**src/hw/rtl/spd_pkg.sv**
```systemverilog
// Shared types, constants and the CRC byte update for the status packet deframer.
package spd_pkg;

  localparam int unsigned MaxBytes = 64;
  localparam int unsigned CntW     = $clog2(MaxBytes + 1);

  localparam logic [15:0] TimeoutReset = 16'd1000;
  localparam logic [15:0] CrcPoly      = 16'h8005;
  localparam logic [7:0]  InstrStatus  = 8'h55;

  localparam logic [1:0] OpByte  = 2'd0;
  localparam logic [1:0] OpTick  = 2'd1;
  localparam logic [1:0] OpStart = 2'd2;

  localparam logic [2:0] StOk        = 3'd0;
  localparam logic [2:0] StNoHeader  = 3'd1;
  localparam logic [2:0] StHdrTmo    = 3'd2;
  localparam logic [2:0] StIncomp    = 3'd3;
  localparam logic [2:0] StBadInstr  = 3'd4;
  localparam logic [2:0] StCrcErr    = 3'd5;
  localparam logic [2:0] StShortLen  = 3'd6;

  typedef struct packed {
    logic [1:0] opcode;
    logic [7:0] rx_byte;
  } item_t;

  typedef struct packed {
    logic [5:0]  param_count;
    logic [31:0] data_word;
    logic [7:0]  device_error;
    logic [2:0]  status;
  } result_t;

  // CRC-16, poly 0x8005, MSB first, one byte per call
  function automatic logic [15:0] crc_feed(logic [15:0] crc, logic [7:0] b);
    logic [15:0] c;
    c = crc ^ {b, 8'h00};
    for (int k = 0; k < 8; k++) begin
      if (c[15]) begin
        c = {c[14:0], 1'b0} ^ CrcPoly;
      end else begin
        c = {c[14:0], 1'b0};
      end
    end
    return c;
  endfunction

  localparam logic [15:0] HdrCrc =
    crc_feed(crc_feed(crc_feed(crc_feed(16'h0000, 8'hFF), 8'hFF), 8'hFD), 8'h00);

endpackage

```
**src/hw/rtl/spd_in_reg.sv**
```systemverilog
// Input register stage: holds one accepted transfer until the engine takes it.
module spd_in_reg (
  input  logic           clk_i,
  input  logic           rst_ni,
  input  logic           in_valid_i,
  output logic           in_ready_o,
  input  spd_pkg::item_t in_item_i,
  output logic           out_valid_o,
  input  logic           out_take_i,
  output spd_pkg::item_t out_item_o
);
  import spd_pkg::*;

  logic  valid_q, valid_d;
  item_t item_q;

  assign in_ready_o  = !valid_q || out_take_i;
  assign out_valid_o = valid_q;
  assign out_item_o  = item_q;

  always_comb begin
    valid_d = valid_q;
    if (in_ready_o) begin
      valid_d = in_valid_i;
    end
  end

  always_ff @(posedge clk_i or negedge rst_ni) begin
    if (!rst_ni) begin
      valid_q <= 1'b0;
    end else begin
      valid_q <= valid_d;
    end
  end

  always_ff @(posedge clk_i) begin
    if (in_ready_o && in_valid_i) begin
      item_q <= in_item_i;
    end
  end

endmodule

```
**src/hw/rtl/spd_engine.sv**
```systemverilog
// Deframer state and per-item update: header hunt, length, body, CRC check, tick timeout, byte limit.
module spd_engine (
  input  logic             clk_i,
  input  logic             rst_ni,
  input  logic             cfg_we_i,
  input  logic [15:0]      cfg_wdata_i,
  input  logic             fire_i,
  input  spd_pkg::item_t   item_i,
  output logic             res_valid_o,
  output spd_pkg::result_t res_o
);
  import spd_pkg::*;

  localparam logic [1:0] PhIdle = 2'd0;
  localparam logic [1:0] PhHunt = 2'd1;
  localparam logic [1:0] PhExt  = 2'd2;
  localparam logic [1:0] PhBody = 2'd3;

  logic [15:0]     timeout_q;
  logic [1:0]      phase_q, phase_d;
  logic [23:0]     recent_q, recent_d;
  logic [CntW-1:0] bsince_q, bsince_d;
  logic [CntW-1:0] bip_q, bip_d;
  logic [15:0]     len_q, len_d;
  logic [15:0]     crc_q, crc_d;
  logic [7:0]      instr_q, instr_d;
  logic [7:0]      err_q, err_d;
  logic [31:0]     param_q, param_d;
  logic [7:0]      crclo_q, crclo_d;
  logic [15:0]     tick_q, tick_d;

  logic [7:0]  b;
  logic [17:0] pos2;
  logic [17:0] len7;
  logic [15:0] crc_next;
  logic [15:0] got;
  logic [1:0]  pidx;
  logic        done;

  function automatic logic [2:0] fail_code(logic [1:0] ph);
    logic [2:0] st;
    case (ph)
      PhHunt:  st = StNoHeader;
      PhExt:   st = StHdrTmo;
      default: st = StIncomp;
    endcase
    return st;
  endfunction

  assign b        = item_i.rx_byte;
  assign crc_next = crc_feed(crc_q, b);
  assign pos2     = {{(18 - CntW){1'b0}}, bip_q} + 18'd2;
  assign len7     = {2'b00, len_q} + 18'd7;
  assign got      = {b, crclo_q};
  assign pidx     = bip_q[1:0] - 2'd1;

  always_comb begin
    phase_d     = phase_q;
    recent_d    = recent_q;
    bsince_d    = bsince_q;
    bip_d       = bip_q;
    len_d       = len_q;
    crc_d       = crc_q;
    instr_d     = instr_q;
    err_d       = err_q;
    param_d     = param_q;
    crclo_d     = crclo_q;
    tick_d      = tick_q;
    res_valid_o = 1'b0;
    res_o       = '0;
    done        = 1'b0;

    if (fire_i) begin
      case (item_i.opcode)
        OpStart: begin
          phase_d  = PhHunt;
          recent_d = '0;
          bsince_d = '0;
          bip_d    = '0;
          len_d    = '0;
          crc_d    = '0;
          instr_d  = '0;
          err_d    = '0;
          param_d  = '0;
          crclo_d  = '0;
          tick_d   = '0;
        end
        OpTick: begin
          if (phase_q != PhIdle) begin
            if (tick_q != 16'hFFFF) begin
              tick_d = tick_q + 16'd1;
            end
            if (tick_d >= timeout_q) begin
              res_valid_o  = 1'b1;
              res_o.status = fail_code(phase_q);
              phase_d      = PhIdle;
            end
          end
        end
        OpByte: begin
          if (phase_q != PhIdle) begin
            bsince_d = bsince_q + 1'b1;
            case (phase_q)
              PhHunt: begin
                if (recent_q == 24'hFFFFFD && b == 8'h00) begin
                  crc_d   = HdrCrc;
                  bip_d   = CntW'(4);
                  phase_d = PhExt;
                end else begin
                  recent_d = {recent_q[15:0], b};
                end
              end
              PhExt: begin
                crc_d = crc_next;
                if (bip_q == CntW'(5)) begin
                  len_d = {8'h00, b};
                end else if (bip_q == CntW'(6)) begin
                  len_d = {b, len_q[7:0]};
                end
                bip_d = bip_q + 1'b1;
                if (bip_d >= CntW'(7)) begin
                  if (len_d < 16'd4) begin
                    res_valid_o  = 1'b1;
                    res_o.status = StShortLen;
                    phase_d      = PhIdle;
                    done         = 1'b1;
                  end else begin
                    phase_d = PhBody;
                  end
                end
              end
              default: begin
                bip_d = bip_q + 1'b1;
                if (pos2 < len7) begin
                  crc_d = crc_next;
                  if (bip_q == CntW'(7)) begin
                    instr_d = b;
                  end else if (bip_q == CntW'(8)) begin
                    err_d = b;
                  end else if (bip_q >= CntW'(9) && bip_q < CntW'(13)) begin
                    param_d[pidx*8 +: 8] = param_q[pidx*8 +: 8] | b;
                  end
                end else if (pos2 == len7) begin
                  crclo_d = b;
                end else begin
                  // second CRC byte: packet complete
                  res_valid_o = 1'b1;
                  phase_d     = PhIdle;
                  done        = 1'b1;
                  if (instr_q != InstrStatus) begin
                    res_o.status = StBadInstr;
                  end else begin
                    res_o.status       = (got != crc_q) ? StCrcErr : StOk;
                    res_o.device_error = err_q;
                    res_o.data_word    = param_q;
                    res_o.param_count  = 6'(len_q - 16'd4);
                  end
                end
              end
            endcase
            if (!done && bsince_d >= CntW'(MaxBytes)) begin
              res_valid_o  = 1'b1;
              res_o        = '0;
              res_o.status = fail_code(phase_d);
              phase_d      = PhIdle;
            end
          end
        end
        default: begin
        end
      endcase
    end
  end

  always_ff @(posedge clk_i or negedge rst_ni) begin
    if (!rst_ni) begin
      timeout_q <= TimeoutReset;
      phase_q   <= PhIdle;
      recent_q  <= '0;
      bsince_q  <= '0;
      bip_q     <= '0;
      len_q     <= '0;
      crc_q     <= '0;
      instr_q   <= '0;
      err_q     <= '0;
      param_q   <= '0;
      crclo_q   <= '0;
      tick_q    <= '0;
    end else begin
      if (cfg_we_i) begin
        timeout_q <= cfg_wdata_i;
      end
      phase_q  <= phase_d;
      recent_q <= recent_d;
      bsince_q <= bsince_d;
      bip_q    <= bip_d;
      len_q    <= len_d;
      crc_q    <= crc_d;
      instr_q  <= instr_d;
      err_q    <= err_d;
      param_q  <= param_d;
      crclo_q  <= crclo_d;
      tick_q   <= tick_d;
    end
  end

endmodule

```
**src/hw/rtl/spd_out_reg.sv**
```systemverilog
// Result register: holds one result transfer until the receiver takes it.
module spd_out_reg (
  input  logic             clk_i,
  input  logic             rst_ni,
  output logic             space_o,
  input  logic             res_valid_i,
  input  spd_pkg::result_t res_i,
  output logic             out_valid_o,
  input  logic             out_ready_i,
  output spd_pkg::result_t out_res_o
);
  import spd_pkg::*;

  logic    valid_q, valid_d;
  result_t res_q;

  assign space_o     = !valid_q || out_ready_i;
  assign out_valid_o = valid_q;
  assign out_res_o   = res_q;

  always_comb begin
    valid_d = valid_q;
    if (space_o) begin
      valid_d = res_valid_i;
    end
  end

  always_ff @(posedge clk_i or negedge rst_ni) begin
    if (!rst_ni) begin
      valid_q <= 1'b0;
    end else begin
      valid_q <= valid_d;
    end
  end

  always_ff @(posedge clk_i) begin
    if (space_o && res_valid_i) begin
      res_q <= res_i;
    end
  end

endmodule

```
**src/hw/rtl/status_packet_deframer_core.sv**
```systemverilog
// Top level of the status packet deframer.
//
// Slave stream: one transfer per item. tuser carries the opcode (0 byte,
// 1 timer tick, 2 start), tdata carries the received byte.
// Master stream: one transfer per finished receive attempt, tdata packs
// status, device error byte, first four parameter bytes and parameter count.
// Config: cfg_we_i writes cfg_wdata_i into the tick timeout (reset 1000);
// write only while the block is idle.
// Path: an item is registered in the input register on accept; the engine
// processes it combinationally once the output register has space, and its
// result is registered in the output register, which drives tvalid.
// Throughput: one item per cycle while the output register has space; the state
// update is a single pass through one CRC byte step and a few compares per item.
// Reset: state goes idle, both stream registers empty, timeout back to 1000.
// Bytes and ticks are ignored until a start item arrives.
// Stall: a pending result holds in the output register; the input register
// still takes one more item, then tready drops until the receiver drains.
module status_packet_deframer_core (
  input  logic        clk_i,
  input  logic        rst_ni,
  input  logic        s_axis_tvalid_i,
  output logic        s_axis_tready_o,
  input  logic [7:0]  s_axis_tdata_i,  // [7:0] rx_byte
  input  logic [1:0]  s_axis_tuser_i,  // [1:0] opcode
  output logic        m_axis_tvalid_o,
  input  logic        m_axis_tready_i,
  // [2:0] status, [10:3] device_error, [42:11] data_word, [48:43] param_count
  output logic [55:0] m_axis_tdata_o,
  input  logic        cfg_we_i,
  input  logic [15:0] cfg_wdata_i
);
  import spd_pkg::*;

  item_t   in_item;
  item_t   st_item;
  logic    st_valid;
  logic    space;
  logic    fire;
  logic    res_valid;
  result_t res;
  result_t out_res;

  assign in_item.opcode  = s_axis_tuser_i;
  assign in_item.rx_byte = s_axis_tdata_i;
  assign fire            = st_valid && space;

  spd_in_reg u_in_reg (
    .clk_i       (clk_i),
    .rst_ni      (rst_ni),
    .in_valid_i  (s_axis_tvalid_i),
    .in_ready_o  (s_axis_tready_o),
    .in_item_i   (in_item),
    .out_valid_o (st_valid),
    .out_take_i  (fire),
    .out_item_o  (st_item)
  );

  spd_engine u_engine (
    .clk_i       (clk_i),
    .rst_ni      (rst_ni),
    .cfg_we_i    (cfg_we_i),
    .cfg_wdata_i (cfg_wdata_i),
    .fire_i      (fire),
    .item_i      (st_item),
    .res_valid_o (res_valid),
    .res_o       (res)
  );

  spd_out_reg u_out_reg (
    .clk_i       (clk_i),
    .rst_ni      (rst_ni),
    .space_o     (space),
    .res_valid_i (res_valid),
    .res_i       (res),
    .out_valid_o (m_axis_tvalid_o),
    .out_ready_i (m_axis_tready_i),
    .out_res_o   (out_res)
  );

  assign m_axis_tdata_o = {7'b0, out_res};

endmodule
```
**config.mk**
```make
export PLATFORM = sky130hd
export DESIGN_NAME = status_packet_deframer_core
export DESIGN_NICKNAME = d
export VERILOG_FILES = /design/src/hw/rtl/spd_pkg.sv /design/src/hw/rtl/spd_in_reg.sv /design/src/hw/rtl/spd_engine.sv /design/src/hw/rtl/spd_out_reg.sv /design/src/hw/rtl/status_packet_deframer_core.sv
export SDC_FILE = /design/constraint.sdc
export NUM_CORES = 1
export LEC_CHECK = 0
export BUFFER_PORTS_ARGS = -buffer_cell sky130_fd_sc_hd__buf_4
export CORE_MARGIN = 2
export CORE_UTILIZATION = 35
export DETAILED_ROUTE_END_ITERATION = 8
export PLACE_DENSITY_LB_ADDON = 0.15
export SETUP_SLACK_MARGIN = 0.4
export SYNTH_ARGS = -nofsm -noshare
export SYNTH_HDL_FRONTEND = slang
export SYNTH_SLANG_ARGS = --single-unit
```
**constraint.sdc**
```tcl
create_clock -name clk_i -period 4.8 [get_ports clk_i]
set_clock_uncertainty 0.1 [all_clocks]
set_input_delay 0.48 -clock clk_i [delete_from_list [all_inputs] [get_ports clk_i]]
set_output_delay 0.48 -clock clk_i [all_outputs]
set_load 0.01 [all_outputs]
```
==> metrics.md, run 1 <==
| Metric | Value |
|---|---|
| Status | finished, final reports clean |
| Die H | 183 um |
| Post-DR vias/cell | between 5 and 6 |
| Cells after Synth | approximately 1000 |
| GPL Wtd Cong | 0.868 |
| Wl on met1 | about 14000 um |
| Arrival @ worst endpoint | roughly 4200 ps |
| Power per cell area | 367 nW/um^2 |
| Core region area | around 32000 um^2 |
| Final TNS setup | 0 ps |
| Initial antenna violation count | 1 |
| Max-cap viol count | 0 |
| Startpoint Class | flip-flop |
| Synth area leaders | dfrtp_1 (35%), edfxtp_1 (16%), a22o_1 (5.4%) |
| Final setup vio count | 0 |
| Mapped cell area | 11300 um^2 |
| Total global-route track usage | 0.178 |
| Post-route cell area | between 10000 and 15000 um^2 |
| Pre-antenna DRT Iters | 5 |
| Setup Crit Path Kind | reg2reg |
| Share of flip-flops with an asynchronous set or reset | 0.733 |
| Hpwl dp | 20100 um |
| Cell taking the most area after synthesis | dfrtp_1 |
| Period utilization | 0.851 |
| Relative slew margins | 0.247 |
| CTS tree | done |
| CTS H-tree lvls | 1 |
| Max Used Layer | met4 |
| Cts bufs inserted | 26 |
| Post-Syn Area per Cell | 11.0 um^2 |
| Final Hold Viols | 0 |
| Crit-path max FO | 35 |
| Initial DRC count | 674 |
| IR drop worst, VDD | roughly 0.22 mV |
| Dpl cell area | 12300 um^2 |
| Fin crit period | roughly 4100 ps |
| Flop2flop setup slack | 710 ps |
| Vias in the first global route | about 8400 |
| Total I/O pin count | 89 |
| Distinct cells, synth | 67 |
| IO buf count | around 80 |
| Critical Path RT | ~4900 ps |
| Commonest non-fill, non-tap cell in the layout | dfrtp_1 |
| Starting Density | 0.356 |
| EDFF count, synth | between 50 and 60 |
| Unrepaired setup endpoints after global routing | false |
| CTS max path bufs | 3 |
| DR DRC count | 0 |
| Most frequent cells in the layout | dfrtp_1 (156), buf_4 (104), o21ai_0 (88), a22o_1 (70), nand2_1 (67) |
| Fin. max-slew vios | 0 |
| Vias | a little over 8000 |
| WL final | between 20000 and 30000 um |
| Met3 WL | approximately 1200 um |
| Syn-to-layout area delta | 18.3% |
| FF+latch count, synth | roughly 220 |
| Hold crit path type | in2reg |
| CP Capture Type | flip-flop |
| Largest net degree at the start of global routing | approximately 100 |
| Share of layout cells above drive strength 1 | 0.175 |
| Routed len/inst | 19.2 um |
| Die area | about 34000 um^2 |
| Final core occ | 0.421 |
| Seq/Total Area, Yosys | 0.518 |
| Worst skew pair latency | about 540 ps |
| Fin nets | 1196 |
| Synth warn | 0 |
| Die width | 183 um |
| Met2 wire len | between 10000 and 15000 um |
| Root Driver | clkbuf_16 |
| Maximum clock rate | ~0.24 GHz |
| Main synth FF type | dfrtp_1 |
| First-pass GRT wire length | ~48000 um |
| Standby leakage power | between 5 and 6 nW |
| GRT Residual Overflow | 0 |
| CTS sink cnt | about 220 |
| DRT antenna net count | 0 |
| Slew @ Worst Pin | around 1100 ps |
| Yosys top cell area share | 0.347 |
| Clk pin slew, worst setup/hold paths | around 60 ps |
| Number of core rows | 65 |
| Hold_ws | 18.9 ps |
final cells by class:
type                    count  area [um^2]
well taps                 402          503
clock inverters            16          166
flip-flops and latches    221         5830
diodes                      1         2.50
clock buffers              32          683
repair buffers            116          923
fillers                  3038        18300
multi-input cells         717         5070
inverters                  35          131
critical path: stages (launching register included):
cell	delay [ps]
dfrtp_1	480
nand4_1	170
or4_1	590
nor3_2	240
buf_4	180
or3_1	160
nor2_1	90
xor2_1	150
ha_1	300
nand4_1	80
nor3_1	240
a21oi_2	140
a21oi_1	270
o41a_4	290
buf_12	220
sequential cells by signal (all words and copies together), names as in the netlist, 2 cells and up:
signal	flops
u_engine.err_q	8
u_engine.crclo_q	8
u_out_reg.out_res_o	49
u_engine.phase_q	2
u_engine.instr_q	8
u_engine.param_q	32
u_engine.recent_q	24
u_engine.bip_q	7
u_engine.bsince_q	7
u_engine.tick_q	16
u_in_reg.out_item_o	10
u_engine.len_q	16
u_engine.crc_q	16
u_engine.timeout_q	16
timing repair:
item,in CTS,in global routing
setup buffers,0,4
hold buffers,7,1
endpoints found under the hold margin,68,1
resized for setup,0,6
setup endpoints to repair,0,97
logic make-up after synthesis:
family,synth area share
xor+xnor,0.0420
simple gates,0.147
buf+inv,0.0373
compound gates,0.167
fa+ha+maj,0.0533
flops,0.518
mux,0.0349
other cells,0.000333
worst paths after layout:
path | start | end | depth (start not counted)
max | u_engine.tick_q[5]$_DFFE_PN0P_ | u_out_reg.out_res_o[48]$_SDFFCE_PP0P_ | 14
max reg2reg | u_engine.tick_q[5]$_DFFE_PN0P_ | u_out_reg.out_res_o[48]$_SDFFCE_PP0P_ | 14
min | s_axis_tuser_i[0] | u_in_reg.out_item_o[8]$_DFFE_PP_ | 1
max in group asynchronous | rst_ni | u_engine.crclo_q[0]$_DFFE_PN0P_ | 3
min reg2reg | u_engine.err_q[3]$_DFFE_PN0P_ | u_engine.err_q[3]$_DFFE_PN0P_ | 1
min in group asynchronous | rst_ni | u_engine.len_q[10]$_DFFE_PN0P_ | 2
per-layer routing:
layer | up-vias | GRT usage
li1 | 3969 | -
met1 | 4074 | 0.248
met2 | 188 | 0.294
met3 | 40 | 0.0230
met4 | 0 | 0.0451
met5 | - | 0
stage by stage:
step                      total power [mW]  std cells  setup slack [ps]
after global routing                  5.12       1539               418
after global placement                2.94       1479               557
after CTS                             4.94       1534               427
after detailed placement              2.94       1479               465
final                                 4.88       1540               713
after floorplan                       2.69       1030               582
report_power, final:
group	leakage [nW]	switching, mW	total, mW	internal [mW]
Combinational	2.64	0.436	0.749	0.312
Clock	0.423	0.794	1.97	1.17
Sequential	2.82	0.114	2.17	2.05
cell usage after synthesis, types with 3 or more instances:
| library cell | instances |
|---|---|
| clkbuf_1 | 35 |
| nand2b_1 | 5 |
| dfrtp_1 | 156 |
| o22ai_1 | 3 |
| nor4_1 | 10 |
| dfstp_2 | 6 |
| nor2b_1 | 8 |
| nor3_1 | 17 |
| nand4b_1 | 6 |
| o21ai_1 | 8 |
| nand4_1 | 25 |
| a211oi_1 | 3 |
| mux2_2 | 10 |
| o41ai_1 | 10 |
| ha_1 | 48 |
| buf_4 | 7 |
| nand3_1 | 25 |
| o21bai_1 | 3 |
| edfxtp_1 | 59 |
| and3_1 | 6 |
| inv_1 | 35 |
| xnor2_1 | 25 |
| nor2_1 | 50 |
| and2_1 | 57 |
| xor2_1 | 29 |
| mux4_2 | 8 |
| nand2_1 | 67 |
| o31ai_1 | 33 |
| o21ai_0 | 88 |
| buf_2 | 9 |
| a31oi_1 | 3 |
| o21a_1 | 3 |
| mux2_1 | 8 |
| or3_1 | 6 |
| a21oi_1 | 21 |
| or2_2 | 12 |
| a21o_1 | 7 |
| buf_6 | 5 |
| a22o_1 | 70 |
No activity file was read; power rests on OpenSTA's default activity.
==> run 2: changes to the inputs <==
Settings changed: CORE_UTILIZATION 35 to 25.
==> run 2 against run 1 <==
Clock-buffer cell count grew 10. Sequential share of layout area shrank 1.3 points. Utilization shrank 11 points. Clock power grew 3%. Critical path type unchanged. Largest cell class unchanged.
==> metrics.md, run 2 (synthesis gave the netlist of run 1 again) <==
| Metric | Value |
|---|---|
| Cell mode on critical path | nand4_1 |
| CP cell instances | nand4_1, or4_1, nor3_2, buf_4, or3_1, nor2_1, xor2_1, ha_1, nand4_1, nor3_1, a21oi_2, a21oi_4, o41a_4, buf_12 |
| Post-route cell area | approximately 14000 um^2 |
| Fin crit period | roughly 4100 ps |
| Hold crit path type | in2reg |
| Arrival @ worst endpoint | between 4000 and 5000 ps |
| DR DRC count | 0 |
| Startpoint Class | flip-flop |
| Final setup vio count | 0 |
| Root Driver | clkbuf_16 |
| Dpl cell area | ~13000 um^2 |
| Hpwl dp | around 22000 um |
| Crit path largest cell delay | approximately 570 ps |
| Period utilization | 0.851 |
| Cts bufs inserted | 27 |
| CTS tree | done |
| Final Hold Viols | 0 |
| Total global-route track usage | 0.136 |
| Fin. max-slew vios | 0 |
| WL final | 32300 um |
| Max-cap viol count | 0 |
| Starting Density | 0.254 |
| Hold_ws | between 30 and 40 ps |
| Status | finished, final reports clean |
| First-pass GRT wire length | between 50000 and 60000 um |
| Critical Path RT | around 5000 ps |
| Initial DRC count | between 400 and 500 |
| Die width | roughly 220 um |
| Largest net degree at the start of global routing | between 90 and 100 |
| Pre-antenna DRT Iters | 5 |
| Routed len/inst | 18.5 um |
| Die H | approximately 220 um |
| Worst skew pair latency | between 500 and 600 ps |
| Share of layout cells above drive strength 1 | 0.186 |
| Fin nets | roughly 1200 |
| Vias in the first global route | about 8600 |
| Syn-to-layout area delta | 21.9% |
| IR drop worst, VDD | just over 0.2 mV |
| Post-DR vias/cell | approximately 4.8 |
| CTS max path bufs | 3 |
| Relative slew margins | 0.194 |
| Total I/O pin count | a little under 90 |
| Most frequent cells in the layout | dfrtp_1 (155), buf_4 (115), o21ai_0 (88), a22o_1 (70), nand2_1 (67) |
| Core region area | 44300 um^2 |
| Crit-path max FO | 20 |
| Power per cell area | 361 nW/um^2 |
| CTS sink cnt | around 220 |
| Final TNS setup | 0 ps |
| Maximum clock rate | around 0.24 GHz |
| Number of core rows | 77 |
| Die area | around 47000 um^2 |
| CP Capture Type | flip-flop |
| Clk pin slew, worst setup/hold paths | around 60 ps |
| Final core occ | 0.310 |
| Max reg flops | between 40 and 50 |
| Initial antenna violation count | 1 |
| Vias | approximately 8300 |
| IO buf count | 81 |
| Setup Crit Path Kind | reg2reg |
| CTS H-tree lvls | 1 |
| GPL Wtd Cong | around 0.76 |
| GRT Residual Overflow | 0 |
| Slew @ Worst Pin | roughly 1200 ps |
| Critical path's slowest cell | or4_1 |
| DRT antenna net count | 0 |
| Standby leakage power | approximately 6 nW |
| Commonest non-fill, non-tap cell in the layout | dfrtp_1 |
| Unrepaired setup endpoints after global routing | false |
==> run 2: cell count changes in the layout (fill, tap and decap cells not counted), sizes merged <==
| cell | delta |
|---|---|
| buf | +11 |
| bufinv | -2 |
| clkbuf | +10 |
| clkinv | -8 |
| clkinvlp | +1 |
| diode | +2 |
| dlygate4sd3 | +2 |
| inv | +1 |
| o41a | +1 |
==> run 2: through the flow <==
step	worst slack [ps]	std cells	total power, mW
floorplan	582	1030	2.69
global placement	469	1677	2.97
detailed placement	405	1677	2.97
CTS	533	1737	5.04
global route	377	1745	5.23
finish	715	1748	4.96
==> run 2: critical path, delay by kind of cell, from the launching register on <==
kind	cells	cell delay [ps]
and+or+nand+nor	7	1580
AOI/OAI and AO/OA	3	800
DFF	1	460
buffers and inverters	2	380
adders and majority gates	1	310
xor gates and xnor gates	1	150
==> run 2: path summary, 6_finish.rpt <==
path / startpoint / end / slack [ps] / cells after the start
worst min register to register: u_engine.err_q[2]$_DFFE_PN0P_ / u_engine.err_q[2]$_DFFE_PN0P_ / 380 / 1
worst max register to register: u_engine.tick_q[5]$_DFFE_PN0P_ / u_out_reg.out_res_o[48]$_SDFFCE_PP0P_ / 710 / 14
worst max-delay path: u_engine.tick_q[5]$_DFFE_PN0P_ / u_out_reg.out_res_o[48]$_SDFFCE_PP0P_ / 710 / 14
worst min-delay path: s_axis_tvalid_i / u_in_reg.out_valid_o$_DFFE_PN0N_ / 40 / 2
min in group asynchronous: rst_ni / u_engine.timeout_q[13]$_DFFE_PN0P_ / 380 / 2
max in group asynchronous: rst_ni / u_engine.param_q[24]$_DFFE_PN0P_ / 3200 / 3
==> run 2: routing by layer <==
metal | track usage | vias up | share of wire
met5 | 0 | - | 0
met4 | 0.0384 | 0 | 0.024
met3 | 0.0195 | 46 | 0.039
met2 | 0.217 | 164 | 0.46
met1 | 0.191 | 4107 | 0.48
li1 | - | 4005 | -
==> run 2: cell type report <==
type | instances | area, um^2
flip-flops and latches | 221 | 5830
diodes | 3 | 7.51
multi-input cells | 718 | 5100
clock inverters | 8 | 70.1
clock buffers | 42 | 812
inverters | 35 | 131
fillers | 4583 | 30600
repair buffers | 129 | 1030
well taps | 592 | 741
==> run 2: what timing repair did <==
action | CTS | global route
buffers inserted | 0 | 7
resized for setup | 1 | 10
pin swaps | 0 | 1
setup endpoints to repair | 20 | 83
hold buffers | 10 | 0
endpoints found under the hold margin | 73 | 0
gates cloned | 0 | 1
==> run 2: where the power goes <==
| part | leakage [nW] | internal [mW] | total, mW | switching, mW |
|---|---|---|---|---|
| combinational | 2.73 | 0.323 | 0.786 | 0.463 |
| sequential | 2.82 | 2.05 | 2.16 | 0.102 |
| clock | 0.435 | 1.21 | 2.02 | 0.805 |
| total | 5.98 | 3.59 | 4.96 | 1.37 |
